===== src/hw/rtl/dpsi_pkg.sv =====
// ----------------------------------------------------------------------------
// dpsi_pkg
// Shared types and constants for the dual pump safety interlock.
// ----------------------------------------------------------------------------
package dpsi_pkg;

	localparam int TIMER_BITS_DEF = 24;
	localparam int CFG_W          = 24;
	localparam int ACT_W          = 3;
	localparam int PADDR_W        = 4;
	localparam int PDATA_W        = 32;

	// event codes
	localparam logic [ACT_W-1:0] ACT_TICK  = 3'd0;
	localparam logic [ACT_W-1:0] ACT_ACID  = 3'd1;
	localparam logic [ACT_W-1:0] ACT_BASE  = 3'd2;
	localparam logic [ACT_W-1:0] ACT_STOP  = 3'd3;
	localparam logic [ACT_W-1:0] ACT_ESTOP = 3'd4;

	// register indexes (byte address = 4 * index)
	localparam logic [1:0] REG_PUMP_MAX  = 2'd0;
	localparam logic [1:0] REG_COOLDOWN  = 2'd1;
	localparam logic [1:0] REG_OVERRIDE  = 2'd2;
	localparam logic [1:0] REG_RELAY_POL = 2'd3;

	localparam logic [CFG_W-1:0] PUMP_MAX_RST = 24'd60000;
	localparam logic [CFG_W-1:0] COOLDOWN_RST = 24'd30000;
	localparam logic [CFG_W-1:0] OVERRIDE_RST = 24'd300000;
	localparam logic             RELAY_POL_RST = 1'b1;

	typedef struct packed {
		logic [CFG_W-1:0] pump_max_ticks;
		logic [CFG_W-1:0] cooldown_ticks;
		logic [CFG_W-1:0] override_ticks;
		logic             relay_active_low;
	} cfg_t;

	typedef struct packed {
		logic [ACT_W-1:0] action;
		logic             turn_on;
		logic             is_manual;
	} item_t;

	typedef struct packed {
		logic             acid_drive;
		logic             base_drive;
		logic             cooling_down;
		logic             override_active;
		logic [CFG_W-1:0] cooldown_left;
		logic             refused;
	} result_t;

endpackage


===== src/hw/rtl/dual_pump_safety_interlock_unit.sv =====
// ----------------------------------------------------------------------------
// dual_pump_safety_interlock_unit
// Safety interlock for an acid and a base dosing pump.
// ----------------------------------------------------------------------------
//  channel | handshake                | payload
//  --------+--------------------------+-----------------------------------------
//  in      | in_valid / in_stall      | action, turn_on, is_manual
//  out     | out_valid / out_stall    | acid_drive, base_drive, cooling_down,
//          |                          | override_active, cooldown_left, refused
//  cfg     | APB psel/penable/pwrite  | paddr, pwdata, prdata, pready
//
// One event per cycle while in_stall is low. An event is held in the input
// register, the state update and result are worked out from it there, and
// the result lands in the output register. Reset clears all pump state and
// loads the default limits. in_stall rises only when both the input and the
// output register are full and out_stall is high.
// ----------------------------------------------------------------------------
module dual_pump_safety_interlock_unit import dpsi_pkg::*; #(
	parameter int TIMER_BITS = TIMER_BITS_DEF
) (
	input  logic               clk,
	input  logic               arst_n,
	input  logic               in_valid,
	output logic               in_stall,
	input  logic [ACT_W-1:0]   action,
	input  logic               turn_on,
	input  logic               is_manual,
	output logic               out_valid,
	input  logic               out_stall,
	output logic               acid_drive,
	output logic               base_drive,
	output logic               cooling_down,
	output logic               override_active,
	output logic [CFG_W-1:0]   cooldown_left,
	output logic               refused,
	input  logic               psel,
	input  logic               penable,
	input  logic               pwrite,
	input  logic [PADDR_W-1:0] paddr,
	input  logic [PDATA_W-1:0] pwdata,
	output logic [PDATA_W-1:0] prdata,
	output logic               pready
);

	cfg_t    cfg;
	item_t   item_s1;
	logic    valid_s1;
	result_t res;
	result_t res_s2;
	logic    valid_s2;
	logic    adv_s1;
	logic    fire;

	// the result slot frees up when empty or being taken
	assign adv_s1   = !valid_s2 || !out_stall;
	assign fire     = valid_s1 && adv_s1;
	assign in_stall = valid_s1 && !adv_s1;

	dpsi_cfg_regs u_cfg (
		.clk     (clk),
		.arst_n  (arst_n),
		.psel    (psel),
		.penable (penable),
		.pwrite  (pwrite),
		.paddr   (paddr),
		.pwdata  (pwdata),
		.prdata  (prdata),
		.pready  (pready),
		.cfg     (cfg)
	);

	dpsi_core #(
		.TIMER_BITS (TIMER_BITS)
	) u_core (
		.clk    (clk),
		.arst_n (arst_n),
		.fire   (fire),
		.item   (item_s1),
		.cfg    (cfg),
		.res    (res)
	);

	always_ff @(posedge clk or negedge arst_n) begin
		if (!arst_n) begin
			valid_s1 <= 1'b0;
		end else if (!in_stall) begin
			valid_s1 <= in_valid;
		end
	end

	always_ff @(posedge clk) begin
		if (!in_stall && in_valid) begin
			item_s1.action    <= action;
			item_s1.turn_on   <= turn_on;
			item_s1.is_manual <= is_manual;
		end
	end

	always_ff @(posedge clk or negedge arst_n) begin
		if (!arst_n) begin
			valid_s2 <= 1'b0;
		end else if (adv_s1) begin
			valid_s2 <= valid_s1;
		end
	end

	always_ff @(posedge clk) begin
		if (fire) begin
			res_s2 <= res;
		end
	end

	assign out_valid       = valid_s2;
	assign acid_drive      = res_s2.acid_drive;
	assign base_drive      = res_s2.base_drive;
	assign cooling_down    = res_s2.cooling_down;
	assign override_active = res_s2.override_active;
	assign cooldown_left   = res_s2.cooldown_left;
	assign refused         = res_s2.refused;

endmodule


===== src/hw/rtl/dpsi_cfg_regs.sv =====
// ----------------------------------------------------------------------------
// dpsi_cfg_regs
// APB register file holding run limit, cooldown, override and relay polarity.
// ----------------------------------------------------------------------------
module dpsi_cfg_regs import dpsi_pkg::*; (
	input  logic               clk,
	input  logic               arst_n,
	input  logic               psel,
	input  logic               penable,
	input  logic               pwrite,
	input  logic [PADDR_W-1:0] paddr,
	input  logic [PDATA_W-1:0] pwdata,
	output logic [PDATA_W-1:0] prdata,
	output logic               pready,
	output cfg_t               cfg
);

	cfg_t       cfg_q;
	logic       wr_en;
	logic [1:0] reg_idx;

	assign pready  = 1'b1;
	assign wr_en   = psel & penable & pwrite;
	assign reg_idx = paddr[3:2];
	assign cfg     = cfg_q;

	always_ff @(posedge clk or negedge arst_n) begin
		if (!arst_n) begin
			cfg_q.pump_max_ticks   <= PUMP_MAX_RST;
			cfg_q.cooldown_ticks   <= COOLDOWN_RST;
			cfg_q.override_ticks   <= OVERRIDE_RST;
			cfg_q.relay_active_low <= RELAY_POL_RST;
		end else if (wr_en) begin
			case (reg_idx)
				REG_PUMP_MAX:  cfg_q.pump_max_ticks   <= pwdata[CFG_W-1:0];
				REG_COOLDOWN:  cfg_q.cooldown_ticks   <= pwdata[CFG_W-1:0];
				REG_OVERRIDE:  cfg_q.override_ticks   <= pwdata[CFG_W-1:0];
				REG_RELAY_POL: cfg_q.relay_active_low <= pwdata[0];
				default: ;
			endcase
		end
	end

	always_comb begin
		case (reg_idx)
			REG_PUMP_MAX:  prdata = PDATA_W'(cfg_q.pump_max_ticks);
			REG_COOLDOWN:  prdata = PDATA_W'(cfg_q.cooldown_ticks);
			REG_OVERRIDE:  prdata = PDATA_W'(cfg_q.override_ticks);
			REG_RELAY_POL: prdata = PDATA_W'(cfg_q.relay_active_low);
			default:       prdata = '0;
		endcase
	end

endmodule


===== src/hw/rtl/dpsi_core.sv =====
// ----------------------------------------------------------------------------
// dpsi_core
// Interlock state and combinational update for one event.
// ----------------------------------------------------------------------------
module dpsi_core import dpsi_pkg::*; #(
	parameter int TIMER_BITS = TIMER_BITS_DEF
) (
	input  logic    clk,
	input  logic    arst_n,
	input  logic    fire,
	input  item_t   item,
	input  cfg_t    cfg,
	output result_t res
);

	localparam int CMP_W = (TIMER_BITS > CFG_W) ? TIMER_BITS : CFG_W;
	localparam logic [TIMER_BITS-1:0] CNT_MAX = '1;

	logic                  acid_q, base_q, cool_q, ovr_q;
	logic [TIMER_BITS-1:0] run_el_q, cool_el_q, ovr_el_q;

	logic                  acid_n, base_n, cool_n, ovr_n;
	logic [TIMER_BITS-1:0] run_el_n, cool_el_n, ovr_el_n;
	logic                  refused;
	logic                  other;
	logic [CMP_W-1:0]      pmax_x, cdt_x, ovt_x, cool_el_x;
	logic [CMP_W-1:0]      left_x;

	assign pmax_x = CMP_W'(cfg.pump_max_ticks);
	assign cdt_x  = CMP_W'(cfg.cooldown_ticks);
	assign ovt_x  = CMP_W'(cfg.override_ticks);

	always_comb begin
		acid_n    = acid_q;
		base_n    = base_q;
		cool_n    = cool_q;
		ovr_n     = ovr_q;
		run_el_n  = run_el_q;
		cool_el_n = cool_el_q;
		ovr_el_n  = ovr_el_q;
		refused   = 1'b0;
		other     = 1'b0;

		case (item.action)
			ACT_TICK: begin
				// advance with saturation
				run_el_n  = (run_el_q == CNT_MAX) ? run_el_q : run_el_q + 1'b1;
				cool_el_n = (cool_el_q == CNT_MAX) ? cool_el_q : cool_el_q + 1'b1;
				ovr_el_n  = (ovr_el_q == CNT_MAX) ? ovr_el_q : ovr_el_q + 1'b1;
				if ((acid_q || base_q) && CMP_W'(run_el_n) >= pmax_x) begin
					acid_n    = 1'b0;
					base_n    = 1'b0;
					cool_n    = 1'b1;
					cool_el_n = '0;
				end
				if (cool_n && CMP_W'(cool_el_n) >= cdt_x)
					cool_n = 1'b0;
				if (ovr_q && CMP_W'(ovr_el_n) >= ovt_x)
					ovr_n = 1'b0;
			end
			ACT_ACID, ACT_BASE: begin
				if (cool_q && item.turn_on) begin
					refused = 1'b1;
				end else begin
					if (item.action == ACT_ACID) begin
						acid_n = item.turn_on;
						other  = base_q;
					end else begin
						base_n = item.turn_on;
						other  = acid_q;
					end
					if (item.turn_on) begin
						run_el_n = '0;
					end else if (!other) begin
						cool_n    = 1'b1;
						cool_el_n = '0;
					end
					if (item.is_manual) begin
						ovr_n    = 1'b1;
						ovr_el_n = '0;
					end
				end
			end
			ACT_STOP: begin
				acid_n    = 1'b0;
				base_n    = 1'b0;
				cool_n    = 1'b1;
				cool_el_n = '0;
			end
			ACT_ESTOP: begin
				acid_n    = 1'b0;
				base_n    = 1'b0;
				cool_n    = 1'b1;
				cool_el_n = '0;
				ovr_n     = 1'b0;
			end
			default: ;
		endcase
	end

	assign cool_el_x = CMP_W'(cool_el_n);
	assign left_x    = (cool_n && cool_el_x < cdt_x) ? (cdt_x - cool_el_x) : '0;

	assign res.acid_drive      = acid_n ^ cfg.relay_active_low;
	assign res.base_drive      = base_n ^ cfg.relay_active_low;
	assign res.cooling_down    = cool_n;
	assign res.override_active = ovr_n;
	assign res.cooldown_left   = left_x[CFG_W-1:0];
	assign res.refused         = refused;

	always_ff @(posedge clk or negedge arst_n) begin
		if (!arst_n) begin
			acid_q    <= 1'b0;
			base_q    <= 1'b0;
			cool_q    <= 1'b0;
			ovr_q     <= 1'b0;
			run_el_q  <= '0;
			cool_el_q <= '0;
			ovr_el_q  <= '0;
		end else if (fire) begin
			acid_q    <= acid_n;
			base_q    <= base_n;
			cool_q    <= cool_n;
			ovr_q     <= ovr_n;
			run_el_q  <= run_el_n;
			cool_el_q <= cool_el_n;
			ovr_el_q  <= ovr_el_n;
		end
	end

endmodule


===== config.mk =====
export PLATFORM = sky130hd
export DESIGN_NAME = dual_pump_safety_interlock_unit
export DESIGN_NICKNAME = d
export VERILOG_FILES = /design/src/hw/rtl/dpsi_pkg.sv /design/src/hw/rtl/dual_pump_safety_interlock_unit.sv /design/src/hw/rtl/dpsi_cfg_regs.sv /design/src/hw/rtl/dpsi_core.sv
export SDC_FILE = /design/constraint.sdc
export NUM_CORES = 1
export LEC_CHECK = 0
export BUFFER_PORTS_ARGS = -buffer_cell sky130_fd_sc_hd__buf_2
export CELL_PAD_IN_SITES_DETAIL_PLACEMENT = 0
export CELL_PAD_IN_SITES_GLOBAL_PLACEMENT = 1
export CORE_UTILIZATION = 25
export CTS_BUF_LIST = sky130_fd_sc_hd__clkbuf_8
export CTS_CLUSTER_DIAMETER = 80
export DETAILED_ROUTE_END_ITERATION = 6
export MAX_ROUTING_LAYER = met4
export PLACE_DENSITY_LB_ADDON = 0.1
export SLEW_MARGIN = 20
export SYNTH_ARGS = -nofsm -noshare
export SYNTH_HDL_FRONTEND = slang
export SYNTH_SLANG_ARGS = --single-unit

===== constraint.sdc =====
create_clock -name clk -period 9.82 [get_ports clk]
set_clock_uncertainty 0.05 [all_clocks]
set_input_delay 0.982 -clock clk [delete_from_list [all_inputs] [get_ports clk]]
set_output_delay 0.982 -clock clk [all_outputs]
set_load 0.01 [all_outputs]

Word-level counts from Yosys, hierarchy flattened

Index checks and enable logic that the tools add are counted.

Output and inout port bits: 64
Memories kept: 0
Input bits: 48
ROM bits: 0
Register bits after elaboration: 185
RAM bits: 0
Logic and storage cells: 111
Latch bits: 0

Div/mod/pow operators: 0
Add/sub/neg operators: 4
Eq/ne operators: 13
Magnitude comparators: 4
Shifts and indexed selects: 0
Reduce and logical (&&, ||, !) cells: 25
Bitwise operators: 4
Multipliers: 0
Muxes and demuxes: 39

Operators by type and width:

| operator                                             | number |
|---|---|
| 2-to-1 mux 24 bit                                    | 12 |
| case mux 32 bit (4 select lines)                     | 1 |
| case mux 24 bit (2 select lines)                     | 2 |
| adder 24 x 1 -> 24 bit (second input constant)       | 3 |
| equality test 24 bit (second input constant)         | 3 |
| greater-or-equal comparator 24 bit                   | 3 |
| case mux 24 bit (3 select lines)                     | 1 |
| < comparator 24 bit                                  | 1 |
| subtractor 24 bit                                    | 1 |
| 2-to-1 mux 1 bit                                     | 19 |
| case mux 1 bit (3 select lines)                      | 4 |
| logical AND 1 bit                                    | 8 |
| AND reduction 2 bit                                  | 4 |
| AND reduction 4 bit                                  | 2 |
| equality test 3 x 2 -> 1 bit (second input constant) | 2 |
| != test 2 bit (second input constant)                | 3 |
| equality test 2 bit (second input constant)          | 2 |
| logical NOT 1 bit                                    | 4 |
| OR reduction 2 bit                                   | 2 |
| equality test 3 x 1 -> 1 bit (second input constant) | 1 |
| equality test 3 bit (second input constant)          | 1 |
| logical NOT 3 bit                                    | 1 |
| bitwise AND 1 bit                                    | 2 |
| equality test 2 x 1 -> 1 bit (second input constant) | 1 |
| other kinds (4)                                      | 6 |

Longest topological paths before layout

Depth in word-level cells: 11
Depth in mapped cells: 29
Depth with buffers taken out: 25

Cells and area by module

From an unflattened synthesis, not the netlist that was laid out.

Cell total of the unflattened synthesis: 1,409
Area, all modules: 13,309.0 um2

Modules (own cells, without submodules):

| module                          | cells each | seq. area each (um2) | times used | area an instance (um2) |
|---|---|---|---|---|
| dpsi_core                       | 1,118      | 1,901.8              | 1          | 8,739.6 |
| dpsi_cfg_regs                   | 249        | 1,855.5              | 1          | 3,455.8 |
| dual_pump_safety_interlock_unit | 42         | 1,071.0              | 1          | 1,113.6 |

Least setup slack after synthesis

Ideal clock, no wire load.

Path kind: register to register
From: reg u_core.run_el_q[15]
To: reg res_s2 (netlist bit cooldown_left[23]), data pin
Data arrival time: 5,805 ps
Library setup time: 157 ps
Stages on the path, launching flop included: 28
Slack: 3,808 ps
Cells stage by stage: dfrtp_1 > clkbuf_1 > nand2_1 > nor4_4 > a211oi_1 > and4_1 > and3_1 > xor2_1 > ha_1 > a21oi_1 > o21ai_0 > a221oi_1 > o21ai_1 > o22a_1 > buf_2 > nand2b_1 > clkbuf_1 > buf_2 > nor4_1 > a21oi_1 > ha_1 > and3_1 > and2_1 > and3_1 > a211oi_1 > o211ai_1 > mux2_2 > nor3_1

Cells in the longest elaborated chain, start to end: 11

RTL lines:

| element                                                               | line                                   | RTL |
|---|---|---|
| start, declared                                                       | dpsi_core.sv:20                        | `logic [TIMER_BITS-1:0] run_el_q, cool_el_q, ovr_el_q;` |
| start signal, assigned                                                | dpsi_core.sv:125                       | `run_el_q <= run_el_n;` |
| adder 24 x 1 -> 24 bit / equality test 24 bit (equally long branches) | dpsi_core.sv:47                        | `run_el_n = (run_el_q == CNT_MAX) ? run_el_q : run_el_q + 1'b1;` |
| 2-to-1 mux 24 bit *                                                   | dpsi_core.sv:47                        |  |
| greater-or-equal comparator 24 bit *                                  | dpsi_core.sv:50                        | `if ((acid_q \|\| base_q) && CMP_W'(run_el_n) >= pmax_x) begin` |
| logical AND 1 bit *                                                   | dpsi_core.sv:50                        |  |
| 2-to-1 mux 24 bit                                                     | dpsi_core.sv:50                        |  |
| 2-to-1 mux 24 bit                                                     | dpsi_core.sv:44                        | `case (item.action)` |
| greater-or-equal comparator 24 bit                                    | dpsi_core.sv:56                        | `if (cool_n && CMP_W'(cool_el_n) >= cdt_x)` |
| logical AND 1 bit                                                     | dpsi_core.sv:56                        |  |
| 2-to-1 mux 1 bit                                                      | dpsi_core.sv:56                        |  |
| case mux 1 bit (3 select lines)                                       | dpsi_core.sv:44                        |  |
| logical AND 1 bit                                                     | dpsi_core.sv:102                       | `assign left_x = (cool_n && cool_el_x < cdt_x) ? (cdt_x - cool_el_x) : '0;` |
| end signal, assigned                                                  | dual_pump_safety_interlock_unit.sv:109 | `res_s2 <= res;` |
| end, declared                                                         | dual_pump_safety_interlock_unit.sv:49  | `result_t res_s2;` |

Every way passes the cells marked *; elsewhere a longest branch is shown, timed or not. The select of a mux whose other input is x is not followed.
A chain may end at the register's enable or synchronous reset.

Worst setup path in the final report

From: reg u_core.run_el_q[6]
To: reg res_s2 (netlist bit cooldown_left[23]), data pin

The elaborated chain is that of the path after synthesis.

==> summary.txt <==
STA
  • RSZ-0062 raised after global routing: false
  • Worst Max-Slew Pin Slew: 0.959 ns
  • Pins over their slew limit: 0
  • Worst slew margin: 35.9%
  • Maximum clock frequency: 126 MHz
  • Fin crit period: 7.91 ns
  • Tcrit/Tclk final: 80.6%
  • Setup Viol. Count Final: 0
  • Fin. Hold Viols: 0
  • Setup TNS Final: 0 ns

Power
  • P_leak: 0.00641 uW
  • Pwr per Cell Area: 167 mW/mm2
  • VDD IR max: 0.0000809 V

Synthesis
  • Post-synth top cells: 177 x nand2_1, 145 x o21ai_0, 128 x dfrtp_1, 116 x nor2_1, 99 x ha_1
  • Prevailing post-synth register cell: dfrtp_1
  • Number of enable flip-flop cells after synthesis: 34
  • Post-synth top area cell: dfrtp_1
  • Syn Inst Count: 1448
  • Yosys reg bits: 185
  • Yosys cell types: 81
  • Mapped Area: 0.0128 mm2
  • Dominant cells by area after synthesis: dfrtp_1 25%, ha_1 9.7%, edfxtp_1 8.0%
  • Sequential share of the synthesized area: 37.8%
  • Syn. warnings: 0
  • Most common cell in the synthesized netlist: nand2_1
  • Syn avg cell area: 8.83 um2
  • Async SR Flop Fraction: 81.6%
  • Synth top area share: 25.0%

Clock tree
  • Setup repair bufs after CTS: 0
  • CTS tree: done
  • Num CTS Buffers: 17
  • Number of gates resized after cts: 0
  • CTS Buffer Depth: 2
  • CTS Hold Bufs: 0
  • Clk root buf: clkbuf_8
  • Worst skew pair latency: 0.58 ns
  • CTS clock-pin slew for the worst setup and hold paths: 0.11 ns
  • H-tree depth: 4
  • Sink Count: 185

Cells and area
  • Total Nets Final: 1660
  • Share of layout cells above drive strength 1: 14.6%
  • Fillers: 5455
  • Non-Filler Instances: 2198
  • Area Growth Syn to Fin: 12.6%

Hold path
  • Worst hold path type: flip-flop to flip-flop

Setup path
  • Cell mode on critical path: o21ai_0
  • Worst Path Arrival: 8.27 ns
  • Worst Path Buf+Inv: 0
  • CP required: 10.18 ns
  • CP top delay family: simple AND/OR/NAND/NOR gates
  • Highest-delay cell along the critical path: o22a_1
  • Worst Setup End Kind: flip-flop
  • CP Cell Sequence: and4_1, nand4_1, nor3_1, nor3b_1, nor2b_1, xor2_1, ha_1, nand4_1, nor4_1, and3_1, o22a_1, nand2b_1, o21ai_0, a22oi_1, ha_1, nor2_1, o21ai_0, o21ai_0, o21ai_1, a211oi_1, o211ai_1, mux2_2, nor3_1
  • CP startpoint kind: flip-flop
  • CP max stage delay: 0.72 ns
  • Crit Path Category: flip-flop to flip-flop
  • Crit path max fanout: 19

Route
  • ANT nets after route: 0
  • Detailed Routing Iterations Pass 1: 5
  • Via/cell ratio: 4.81
  • Routed len/inst: 19.4 um
  • DRT iter0 DRCs: 551
  • Residual DRC: 0
  • DRT Wirelength: 42.8 mm
  • Via count: 10600

Place
  • Placed insts: 2165
  • GPL Wtd Cong: 0.814
  • Port Buf Inserts: 92
  • Hpwl dp: 31.4 mm

Floorplanning
  • Core Footprint: 0.0503 mm2
  • Ports: 112
  • Rows: 82
  • Full die area: 0.0521 mm2
  • Initial Util: 25.4%
  • Die width: 228 um
  • Die Y: 228 um

Global routing
  • Largest net degree at the start of global routing: 89
  • Remaining Overflow, GRT: 0
  • First-pass GRT wire length: 66.8 mm
  • Vias in the first global route: 10700
  • Initial antenna violation count: 1
  • Total global-route track usage: 17.5%

Status
  • Status: completed

Run
  • Max cap viols: 0
## registers in the layout, indices dropped and copies added (netlist names)
register,flops
u_core.ovr_q,1
valid_s1,1
u_core.run_el_q,24
cooldown_left,24
base_drive,1
u_core.ovr_el_q,24
u_core.base_q,1
u_core.cool_el_q,24
out_valid,1
u_core.cool_q,1
refused,1
u_core.acid_q,1
item_s1,5
cooling_down,1
override_active,1
u_cfg.cfg,73
acid_drive,1
## final cells by class
class                           instances  area (um2)  area share [%]
Antenna cell                            1        2.50          0.0174
Multi-Input combinational cell       1110        7360            51.1
Clock buffer                           17         234            1.63
Clock inverter                         15         190            1.32
Timing Repair Buffer                  113         624            4.34
Inverter                               85         319            2.22
Tap cell                              672         841            5.84
Sequential cell                       185        4830            33.5
## routing by layer
metal	vias to the layer above	track usage, %	share of wire (%)
li1	5291	-	-
met1	5110	22.3	48
met2	127	28.5	49
met3	39	2.51	1.8
met4	0	5.35	1.7
met5	-	-	0
## metrics by stage
| step | power [uW] | utilization [%] | setup slack [ns] | hold WS, ns | area [um2] |
|---|---|---|---|---|---|
| after floorplan | 1540 | - | 3.81 | 0.407 | 12800 |
| after global placement | 1840 | 27.8 | 1.89 | 0.416 | 14000 |
| after detailed placement | 1840 | 27.8 | 1.90 | 0.425 | 14000 |
| after CTS | 2470 | 28.6 | 1.84 | 0.447 | 14400 |
| after global routing | 2600 | 28.6 | 1.16 | 0.478 | 14400 |
| final | 2410 | 28.6 | 1.91 | 0.442 | 14400 |
## final timing paths
check,slack (ns),cells after the start,startpoint,to
setup / recovery,1.91,23,u_core.run_el_q[6],cooldown_left[23]
hold / removal,0.44,1,valid_s1,out_valid
setup reg to reg,1.91,23,u_core.run_el_q[6],cooldown_left[23]
hold reg to reg,0.44,1,valid_s1,out_valid
max in group asynchronous,7.73,2,arst_n,u_core.run_el_q[1]
min in group asynchronous,0.46,1,arst_n,valid_s1
## worst register-to-register path: stages (launching register included)
cell and delay, ns:
dfrtp_1 0.49, and4_1 0.30, nand4_1 0.21, nor3_1 0.49, nor3b_1 0.59, nor2b_1 0.32
xor2_1 0.11, ha_1 0.33, nand4_1 0.19, nor4_1 0.31, and3_1 0.32, o22a_1 0.72
nand2b_1 0.62, o21ai_0 0.18, a22oi_1 0.28, ha_1 0.31, nor2_1 0.07, o21ai_0 0.20
o21ai_0 0.16, o21ai_1 0.44, a211oi_1 0.27, o211ai_1 0.27, mux2_2 0.36, nor3_1 0.18
## report_power, final
part / switching [uW] / leakage (uW) / total, uW / internal (uW)
combinational: 458 / 0.00394 / 770 / 312
sequential: 115 / 0.00225 / 1040 / 922
clock: 346 / 0.000218 / 604 / 258
## kinds of logic (layout without fill, tap and decap cells)
kind of cell	after synthesis	count (layout)	share of synthesized area, %
AO/OA/AOI/OAI	381	381	18.8
XOR/XNOR	80	80	5.48
adder cells (fa/ha/maj)	100	100	9.84
buffers and inverters	160	230	5.12
flip-flops	185	185	37.8
multiplexers	57	57	4.85
other	2	10	0.0587
AND/OR/NAND/NOR	483	483	18.1
## placed cells by master (no fill, tap or decap), types with 8 or more instances in the layout
cell type,count
nand4_1,31
a22o_1,34
o21ai_0,145
conb_1,9
a22oi_1,10
and2_1,8
nor3_1,27
xor2_1,35
nor2_1,115
o31ai_1,16
and4_1,8
dfrtp_1,128
inv_1,85
dfstp_2,23
o21a_1,11
a21o_1,24
xnor2_1,45
nor2b_1,8
and3_1,26
mux2i_1,26
edfxtp_1,34
nand2b_1,16
nand2_1,177
nand3_1,28
clkbuf_8,17
nor4_1,8
a211oi_1,8
a21oi_1,79
buf_2,91
buf_4,21
ha_1,99
mux2_2,30
Note: power is estimated with default switching activity, not from simulation.
